## src/sblc_pkg.sv

```systemverilog
`timescale 1ns / 1ps
// ----------------------------------------------------------------------------
// sblc_pkg: shared definitions of the size-budget LRU cache
// Geometry constants, operation codes, the cell command and chain types and
// output saturation helpers.
// ----------------------------------------------------------------------------
package sblc_pkg;

   localparam int ENTRIES    = 16;
   localparam int RANK_W     = (ENTRIES > 1) ? $clog2(ENTRIES) : 1;
   localparam int CNT_W      = $clog2(ENTRIES + 1);
   localparam int TOT_RAW_W  = 24 + $clog2(ENTRIES);
   localparam int TOT_W      = (TOT_RAW_W > 28) ? TOT_RAW_W : 28;
   localparam int CMP_W      = (TOT_W > 32) ? TOT_W : 32;
   localparam logic [31:0] MAX_SIZE_RESET = 32'd8196;

   localparam logic [1:0] OP_FETCH  = 2'd0;
   localparam logic [1:0] OP_INSERT = 2'd1;
   localparam logic [1:0] OP_REMOVE = 2'd2;
   localparam logic [1:0] OP_TRIM   = 2'd3;

   typedef enum logic [1:0] {
      SEL_NONE,
      SEL_MATCH,
      SEL_OLDEST,
      SEL_FREE
   } sel_mode_type;

   typedef enum logic [1:0] {
      ACT_NONE,
      ACT_NEWEST,
      ACT_DROP,
      ACT_PLACE
   } action_type;

   typedef struct packed {
      sel_mode_type        mode;
      action_type          action;
      logic                write;
      logic [31:0]         key;
      logic [31:0]         tag;
      logic [31:0]         stamp;
      logic [23:0]         bytes;
      logic [RANK_W-1:0]   ref_rank;
      logic [RANK_W-1:0]   new_rank;
   } cmd_type;

   // Carried from cell to cell: whether a free cell was seen upstream, and
   // the fields of the selected cell, ORed in where the selection lies.
   typedef struct packed {
      logic                free_seen;
      logic                found;
      logic [RANK_W-1:0]   rank;
      logic [23:0]         bytes;
      logic [31:0]         tag;
      logic [31:0]         stamp;
   } chain_type;

   typedef struct packed {
      logic match;
      logic oldest;
   } status_type;

   function automatic logic [4:0] sat_count(input logic [CNT_W-1:0] v);
      logic [7:0] w;
      w = 8'(v);
      return (w > 8'd31) ? 5'd31 : w[4:0];
   endfunction

   function automatic logic [27:0] sat_total(input logic [TOT_W-1:0] v);
      logic [31:0] w;
      w = 32'(v);
      return (w > 32'h0FFF_FFFF) ? 28'hFFF_FFFF : w[27:0];
   endfunction

endpackage

```

## src/sblc_cell.sv

```systemverilog
`timescale 1ns / 1ps
// ----------------------------------------------------------------------------
// sblc_cell: one cache entry
// Holds key, tag, stamp, size, valid bit and recency rank, selects itself
// by the command's mode and passes the selected entry down the chain.
// ----------------------------------------------------------------------------
module sblc_cell (
   input  logic                clock,
   input  logic                reset,
   input  sblc_pkg::cmd_type   cmd,
   input  sblc_pkg::chain_type chain_in,
   output sblc_pkg::chain_type chain_out,
   output sblc_pkg::status_type stat
);

   logic [31:0]                 key_ff;
   logic [31:0]                 tag_ff;
   logic [31:0]                 stamp_ff;
   logic [23:0]                 bytes_ff;
   logic                        valid_ff;
   logic [sblc_pkg::RANK_W-1:0] rank_ff;
   logic                        sel;
   logic                        is_free;

   assign is_free     = !valid_ff && !chain_in.free_seen;
   assign stat.match  = valid_ff && (key_ff == cmd.key);
   assign stat.oldest = valid_ff && (rank_ff == '0);

   always_comb begin
      case (cmd.mode)
         sblc_pkg::SEL_MATCH:  sel = stat.match;
         sblc_pkg::SEL_OLDEST: sel = stat.oldest;
         sblc_pkg::SEL_FREE:   sel = is_free;
         default:              sel = 1'b0;
      endcase
   end

   always_comb begin
      chain_out           = chain_in;
      chain_out.free_seen = chain_in.free_seen || !valid_ff;
      if (sel) begin
         chain_out.found = 1'b1;
         chain_out.rank  = chain_in.rank | rank_ff;
         chain_out.bytes = chain_in.bytes | bytes_ff;
         chain_out.tag   = chain_in.tag | tag_ff;
         chain_out.stamp = chain_in.stamp | stamp_ff;
      end
   end

   always_ff @(posedge clock) begin
      if (reset) begin
         valid_ff <= 1'b0;
         rank_ff  <= '0;
      end else begin
         case (cmd.action)
            sblc_pkg::ACT_NEWEST: begin
               if (sel) begin
                  rank_ff <= cmd.new_rank;
               end else if (valid_ff && rank_ff > cmd.ref_rank) begin
                  rank_ff <= rank_ff - 1'b1;
               end
            end
            sblc_pkg::ACT_DROP: begin
               if (sel) begin
                  valid_ff <= 1'b0;
                  rank_ff  <= '0;
               end else if (valid_ff && rank_ff > cmd.ref_rank) begin
                  rank_ff <= rank_ff - 1'b1;
               end
            end
            sblc_pkg::ACT_PLACE: begin
               if (sel) begin
                  valid_ff <= 1'b1;
                  rank_ff  <= cmd.new_rank;
               end
            end
            default: begin
            end
         endcase
      end
   end

   always_ff @(posedge clock) begin
      if (sel && cmd.write) begin
         key_ff   <= cmd.key;
         tag_ff   <= cmd.tag;
         stamp_ff <= cmd.stamp;
         bytes_ff <= cmd.bytes;
      end
   end

endmodule

```

## config.mk

```make
export PLATFORM = sky130hd
export DESIGN_NAME = sblc_cell
export DESIGN_NICKNAME = d
export VERILOG_FILES = /design/src/sblc_pkg.sv /design/src/sblc_cell.sv
export SDC_FILE = /design/constraint.sdc
export NUM_CORES = 1
export LEC_CHECK = 0
export BUFFER_PORTS_ARGS = -buffer_cell sky130_fd_sc_hd__buf_2
export CORE_AREA = 2 2 128 130
export DETAILED_ROUTE_END_ITERATION = 10
export DIE_AREA = 0 0 130 132
export SLEW_MARGIN = 20
export SYNTH_ARGS = -nofsm -noshare
export SYNTH_HDL_FRONTEND = slang
export SYNTH_SLANG_ARGS = --single-unit
```

## constraint.sdc

```tcl
create_clock -name clock -period 6.6 [get_ports clock]
set_clock_uncertainty 0.15 [all_clocks]
set_input_delay 0 -clock clock [delete_from_list [all_inputs] [get_ports clock]]
set_output_delay 0 -clock clock [all_outputs]
set_load 0.02 [all_outputs]
```

==> Yosys cells after proc, flatten, opt, wreduce, memory -nomap -nowiden <==
Index checks and enable logic that the tools add are counted.
{ "totals": {"in_bits": 229, "out_inout_bits": 96, "ff_bits": 125, "elab_cells": 44} }
{ "op_classes": {"reduce_logical": 13, "magnitude_cmp": 1, "bitwise": 4, "muxes": 10, "add_sub_neg": 1, "n_eq_ne": 9} }
{ "op_table": {"columns": ["op", "n"], "rows": [
  ["2-to-1 mux 93 bit", 1],
  ["bitwise OR 32 bit", 2],
  ["== test 32 bit", 1],
  ["bitwise OR 24 bit", 1],
  ["2-to-1 mux 4 bit", 4],
  ["one-hot mux 4 bit (3 select lines)", 1],
  ["== test 2 bit, second input constant", 4],
  ["logical AND 1 bit", 5],
  ["== test 2 x 1 -> 1 bit, second input constant", 2],
  ["greater-than comparator 4 bit", 1],
  ["zero test 4 bit", 1],
  ["!= test 2 bit, second input constant", 2],
  ["bitwise OR 4 bit", 1],
  ["subtractor 4 x 1 -> 4 bit, second input constant", 1],
  ["one-hot mux 1 bit (3 select lines)", 1],
  ["AND reduction 3 bit", 1],
  ["nonzero test 3 bit", 1],
  ["zero test 1 bit", 2],
  ["2-to-1 mux 1 bit", 2],
  ["one-hot mux 1 bit (2 select lines)", 1],
  ["AND reduction 2 bit", 1],
  ["nonzero test 2 bit", 1],
  ["logical OR 1 bit", 1]
]} }

==> Logic depth before layout (Yosys ltp) <==
Gate-level depths: netlist of run 1.
{ "logic_depth": {"word_depth": 5, "depth_mapped": 10, "ltp_nobuf": 9} }

==> Worst setup path after synthesis of run 1 <==
Ideal clock, no wire load.
{ "synth_timing": {"path_kind": "register to register", "startpoint": "reg rank_ff[0] in the netlist's numbering", "endpoint": "reg bytes_ff[0], enable pin", "setup_time_ps": 494, "t_arrival_ps": 4583, "setup_slack_ps": 1374, "required_ps": 5956, "period_less_slack_ps": 5226, "stages_incl_launch_ff": 11, "cell_sequence": "dfxtp_1 > inv_1 > ha_1 > and4bb_1 > mux2i_1 > nor2b_1 > or2_1 > buf_2 > buf_2 > buf_2 > and2_1"} }
{ "synth_rtl": {"columns": ["item", "line", "text"], "rows": [
  ["start: declaration", "sblc_cell.sv:21", "logic [sblc_pkg::RANK_W-1:0] rank_ff;"],
  ["start signal: assignment", "sblc_cell.sv:58", "rank_ff <= cmd.new_rank;"],
  ["start signal: assignment", "sblc_cell.sv:60", "rank_ff <= rank_ff - 1'b1;"],
  ["start signal: assignment", "sblc_cell.sv:68", "rank_ff <= rank_ff - 1'b1;"],
  ["end signal: assignment", "sblc_cell.sv:88", "bytes_ff <= cmd.bytes;"],
  ["end: declaration", "sblc_cell.sv:19", "logic [23:0] bytes_ff;"]
]} }

==> Worst setup path after layout of run 1 <==
{ "layout_timing": {"startpoint": "reg key_ff[24]", "endpoint": "reg stamp_ff[6], enable pin"} }
{ "layout_via": {"elab_chain_len": 4} }
{ "layout_lines": {"columns": ["item", "line", "text"], "rows": [
  ["start: declaration", "sblc_cell.sv:16", "logic [31:0] key_ff;"],
  ["start signal: assignment", "sblc_cell.sv:85", "key_ff <= cmd.key;"],
  ["== test 32 bit", "sblc_cell.sv:26", "assign stat.match = valid_ff && (key_ff == cmd.key);"],
  ["logical AND 1 bit", "sblc_cell.sv:26", null],
  ["one-hot mux 1 bit (3 select lines)", "sblc_cell.sv:30", "case (cmd.mode)"],
  ["logical AND 1 bit", "sblc_cell.sv:84", "if (sel && cmd.write) begin"],
  ["end signal: assignment", "sblc_cell.sv:87", "stamp_ff <= cmd.stamp;"],
  ["end: declaration", "sblc_cell.sv:18", "logic [31:0] stamp_ff;"]
]} }
Every way passes these cells.
A chain may end at the register's enable or synchronous reset.

==> impl_metrics.env, run 1 <==
export IMPL_fin_total_pwr_mw=2.08
export IMPL_crit_fanout=103
export IMPL_critical_path_max_stage_delay_ns=0.82
export IMPL_n_fill_cell=1304
export IMPL_routedWlPerCell_um=15.6
export IMPL_htreeDepth=4
export IMPL_use_met3=0.0406
export IMPL_synth_most_common_cell="edfxtp_1"
export IMPL_finalCritPeriodShare=0.663
export IMPL_path_cells="xnor2_1 -> nand4_1 -> nor4_1 -> and4_4 -> or2_4 -> and2_4 -> buf_4"
export IMPL_synth_edf_count=120
export IMPL_finalSetupViolations=0
export IMPL_synth_largest_area_cell="edfxtp_1"
export IMPL_drtAntennaViolNets=0
export IMPL_drc=0
export IMPL_ctsRootBufferMaster="clkbuf_16"
export IMPL_drtPass1Iterations=6
export IMPL_die_x_um=130
export IMPL_busiest_layer="met2"
export IMPL_synth_common_cells="120 x edfxtp_1, 92 x a21o_1, 27 x xnor2_1"
export IMPL_ios=325
export IMPL_dp_hpwl_mm=11.3
export IMPL_syn_avg_cell_area_sq_um=15.4
export IMPL_post_cts_setup_buffers=0
export IMPL_yosys_warnings=0
export IMPL_fin_crit_ns=4.37
export IMPL_fp_dieH_um=132
export IMPL_max_vdd_ir_drop_v=0.000144
export IMPL_synth_flop_cell="edfxtp_1"
export IMPL_slowest_stage="and2_4"
export IMPL_cts_tree="done"
export IMPL_dp_slack_ns=2.11
export IMPL_setup_ws_ns=2.23
export IMPL_die_area_sq_um=17200
export IMPL_synth_net_count=576
export IMPL_synthCells=341
export IMPL_yosysSeqAreaShare=0.706
export IMPL_grtUsageMet1=0.186
export IMPL_grtUsageMet2=0.344
export IMPL_vias=4621
export IMPL_fin_nets=1039
export IMPL_tightest_slew_ns=1.09
export IMPL_start_util=0.334
export IMPL_worstSetupStartpointType="register"
export IMPL_insertion_delay_ns=0.41
export IMPL_numClockSinks=125
export IMPL_critPathArrivalTime_ns=4.26
export IMPL_drive_gt1_frac=0.441
export IMPL_final_max_slew_violation_count=0
export IMPL_status="finished clean"
export IMPL_grt_overflow_total=0
export IMPL_setup_tns_ns=0
export IMPL_grt_usage=0.180
export IMPL_yosysTopAreaCellShare=0.687
export IMPL_ys_types=37
export IMPL_critPathKind="reg -> reg"
export IMPL_required_ns=6.48
export IMPL_dr_first_iter_drc_count=210
export IMPL_area_delta_synth_final_pct=71.3
export IMPL_hold_viol=0
export IMPL_powerDensity_nw_per_um2=231
export IMPL_grt_pass1_wl_mm=23.4
export IMPL_rsz0062_at_grt="false"
export IMPL_totalWireLength_mm=16.1
export IMPL_slew_limit_headroom=0.272
export IMPL_place_gp_congestion=0.834
export IMPL_clk_pin_slew_ns=0.05
export IMPL_synth_area_sq_um=5250
export IMPL_hp_class="in -> reg"
export IMPL_dp_cells=869
export IMPL_core_rowCount=46
export IMPL_p_leak_nw=4.13
export IMPL_synth_async_reset_ratio=0
export IMPL_grt_pass1_vias=4858
export IMPL_grt_max_degree=104
export IMPL_core_area_sq_um=15700
export IMPL_antenna_found_initial=2
export IMPL_drv_cap=0
export IMPL_ys_ff_latch=125
export IMPL_fmax_mhz=229
export IMPL_fin_cells=1035
export IMPL_clockBufferDepth=2
export IMPL_vias_per_cell=4.46
export IMPL_numCtsBuffers=17
export IMPL_port_buffers=324
export IMPL_synth_area_leaders="edfxtp_1 69%, a21o_1 13%, xnor2_1 4.5%, dfxtp_1 1.9%, ha_1 1.4%"
export IMPL_end_kind="register"
[critical path, delay by kind of cell (launching register included)]
kind / cells / cell delay (ns)
AND/OR/NAND/NOR: 5 / 2.48
buffers and inverters: 1 / 0.72
flip-flops: 1 / 0.38
XOR/XNOR: 1 / 0.14
[where the power goes]
group | total (mW) | internal (mW) | switching [mW]
Combinational | 0.290 | 0.155 | 0.135
Clock | 0.893 | 0.553 | 0.340
Sequential | 0.896 | 0.889 | 0.00693
[stage by stage]
stage          cell area [sq um]  utilization  hold slack [ns]
6_report                    8990        0.572           0.0461
5_1_grt                     8990        0.572           0.0615
4_1_cts                     8980        0.572          0.00362
3_5_place_dp                7090        0.451           0.0281
3_3_place_gp                7090        0.451           0.0271
2_1_floorplan               5250            -          -0.0809
[state kept, by name, indices dropped and copies added (netlist names)]
name	count
stamp_ff	32
bytes_ff	24
tag_ff	32
key_ff	32
valid_ff	1
rank_ff	4
[worst paths after layout]
| check | from | endpoint | slack (ns) | depth (start not counted) |
|---|---|---|---|---|
| setup / recovery | key_ff[24] | stamp_ff[6] | 2.23 | 7 |
| hold / removal | cmd[129] | rank_ff[2] | 0.05 | 5 |
| setup reg to reg | key_ff[24] | stamp_ff[6] | 2.23 | 7 |
| hold reg to reg | valid_ff | valid_ff | 0.40 | 2 |
[kinds of logic (layout without fill, tap and decap cells)]
group                      count (synthesis)  in the layout  share of synthesized area
AOI/OAI and AO/OA                        111            111                      0.157
xor gates and xnor gates                  32             32                     0.0534
adders and majority gates                  6              6                     0.0143
buffers and inverters                     20            496                     0.0172
DFF                                      125            125                      0.706
muxes                                      2              2                    0.00381
other                                      0              2                          0
and+or+nand+nor                           45             45                     0.0489
[metal layers]
layer	vias up	part of all wire
li1	2242	-
met1	2168	0.38
met2	189	0.55
met3	22	0.054
met4	0	0.018
met5	-	0
[layout make-up]
type	count	area, sq um	share of cell area
clock inverter	15	149	0.0166
timing repair buffer	457	2950	0.328
multi-input combinational	196	1460	0.162
inverter	7	26.3	0.00292
tap	216	270	0.0301
sequential	125	3700	0.412
antenna	2	5.00	0.000557
clock buffer	17	425	0.0473
[cell usage in the layout (no fill, tap or decap), types with 5 or more instances in the layout]
master / count
dfxtp_1: 5
xor2_1: 5
inv_1: 7
dlygate4sd3_1: 132
ha_1: 6
xnor2_1: 27
buf_2: 324
a21oi_1: 7
nand4_1: 7
clkbuf_16: 17
nand2_1: 10
a21o_1: 92
edfxtp_1: 120
[timing repair]
item,CTS,global route
endpoints found under the hold margin,125,0
gates resized for setup,0,0
setup endpoints to repair,0,0
hold buffers,132,0
Power figures use the tool's default switching activity.
==> run 2, diff against run 1 <==
- clock period: 6.6 -> 4.2 ns (I/O delays scaled with it)
==> run 2 against run 1 <==
Compared with the run above:
- largest cell class unchanged
- flip-flop and latch count did not move
- largest power group unchanged
- clock-buffer cell count is 1 higher
- final cell count barely moved
- sequential power rose by 57%
- clock power grew 58%
==> impl_metrics.env, run 2 (synthesized netlist as in run 1, its figures left out) <==
export IMPL_status="finished clean"
export IMPL_drtPass1Iterations=4
export IMPL_fin_cells=1034
export IMPL_fin_nets=1040
export IMPL_slew_limit_headroom=0.606
export IMPL_drv_cap=0
export IMPL_die_area_sq_um=17200
export IMPL_hold_viol=0
export IMPL_end_kind="register"
export IMPL_dp_cells=871
export IMPL_hold_worst_slack_ns=0.0908
export IMPL_dr_first_iter_drc_count=185
export IMPL_finalSetupViolations=0
export IMPL_final_max_slew_violation_count=0
export IMPL_hp_class="in -> reg"
export IMPL_critPathKind="reg -> reg"
export IMPL_totalWireLength_mm=16.0
export IMPL_numClockSinks=125
export IMPL_core_area_sq_um=15700
export IMPL_area_delta_synth_final_pct=71.8
export IMPL_largestRegisters="key_ff x32, stamp_ff x32, tag_ff x32"
export IMPL_fp_dieH_um=132
export IMPL_drc=0
export IMPL_layout_common_cells="324 x buf_2, 131 x dlygate4sd3_1, 120 x edfxtp_1"
export IMPL_worstSetupStartpointType="register"
export IMPL_vias_per_cell=4.50
export IMPL_core_rowCount=46
export IMPL_fmax_mhz=275
export IMPL_ctsRootBufferMaster="clkbuf_16"
export IMPL_drtAntennaViolNets=0
export IMPL_cts_tree="done"
export IMPL_n_fill_cell=1296
export IMPL_n_antenna_cell=0
export IMPL_layout_commonest_cell="buf_2"
export IMPL_fin_crit_ns=3.64
export IMPL_ios=325
export IMPL_die_x_um=130
export IMPL_critPathArrivalTime_ns=3.82
export IMPL_dp_hpwl_mm=11.2
export IMPL_required_ns=4.38
export IMPL_htreeDepth=4
export IMPL_tightest_slew_ns=0.591
export IMPL_grt_overflow_total=0
export IMPL_fin_total_pwr_mw=3.27
export IMPL_setup_tns_ns=0
export IMPL_numCtsBuffers=17
export IMPL_crit_fanout=57
export IMPL_port_buffers=324
export IMPL_grt_pass1_wl_mm=23.7
export IMPL_clk_pin_slew_ns=0.06
export IMPL_grt_max_degree=58
export IMPL_start_util=0.334
export IMPL_powerDensity_nw_per_um2=363
export IMPL_p_leak_nw=4.14
export IMPL_place_gp_congestion=0.827
export IMPL_insertion_delay_ns=0.41
export IMPL_clockBufferDepth=2
export IMPL_finalCritPeriodShare=0.866
export IMPL_max_vdd_ir_drop_v=0.000292
export IMPL_rsz0062_at_grt="false"
export IMPL_drive_gt1_frac=0.443
export IMPL_routedWlPerCell_um=15.5
export IMPL_grt_usage=0.181
export IMPL_grt_pass1_vias=4829
export IMPL_antenna_found_initial=0
export IMPL_cts_resized=0
export IMPL_vias=4655
==> run 2: power by group <==
part	total [mW]	switching, mW	leakage (nW)	internal [mW]
registers	1.41	0.0109	1.13	1.40
logic	0.461	0.215	2.73	0.246
clock network	1.41	0.533	0.278	0.872
total	3.27	0.758	4.14	2.52
==> run 2: worst max-delay path, stage by stage (launching register included) <==
cell and delay [ns]:
edfxtp_1 0.39, xnor2_1 0.15, nand4_1 0.13, nor4_1 0.43, and4_4 0.32, or2_4 0.48, buf_4 0.56, a32oi_1 0.18
dlygate4sd3_1 0.59, a21oi_1 0.15
==> run 2: worst paths after layout <==
check | depth (start not counted) | startpoint | slack (ns) | endpoint
max reg2reg | 9 | key_ff[6] | 0.56 | rank_ff[2]
min | 2 | cmd[128] | 0.09 | stamp_ff[17]
min reg2reg | 2 | rank_ff[3] | 0.41 | rank_ff[3]
max | 9 | key_ff[6] | 0.56 | rank_ff[2]
==> run 2: per-layer routing <==
layer | GRT usage | part of all wire | up-vias
met5 | 0 | 0 | -
met1 | 0.188 | 0.37 | 2162
met2 | 0.342 | 0.54 | 222
met4 | 0.0711 | 0.024 | 0
met3 | 0.0459 | 0.068 | 31
li1 | - | - | 2240
==> run 2: repair_timing <==
action                                 in CTS  in global routing
hold buffers                              131                  0
endpoints found under the hold margin     125                  0
buffers inserted                            0                  0
==> run 2: metrics by stage <==
stage	utilization	worst slack [ns]	area, sq um
after floorplan	-	0.316	5250
after CTS	0.574	0.474	9020
after detailed placement	0.454	0.746	7130
final	0.574	0.561	9020
after global placement	0.454	0.814	7130
after global routing	0.574	0.229	9020
==> run 2: cell type report <==
type	count	area [sq um]	area share
Multi-Input combinational cell	196	1460	0.162
Timing Repair Buffer	458	2980	0.331
Clock buffer	18	429	0.0476
Tap cell	216	270	0.0300
Clock inverter	14	146	0.0162
Inverter	7	26.3	0.00291
Sequential cell	125	3700	0.411
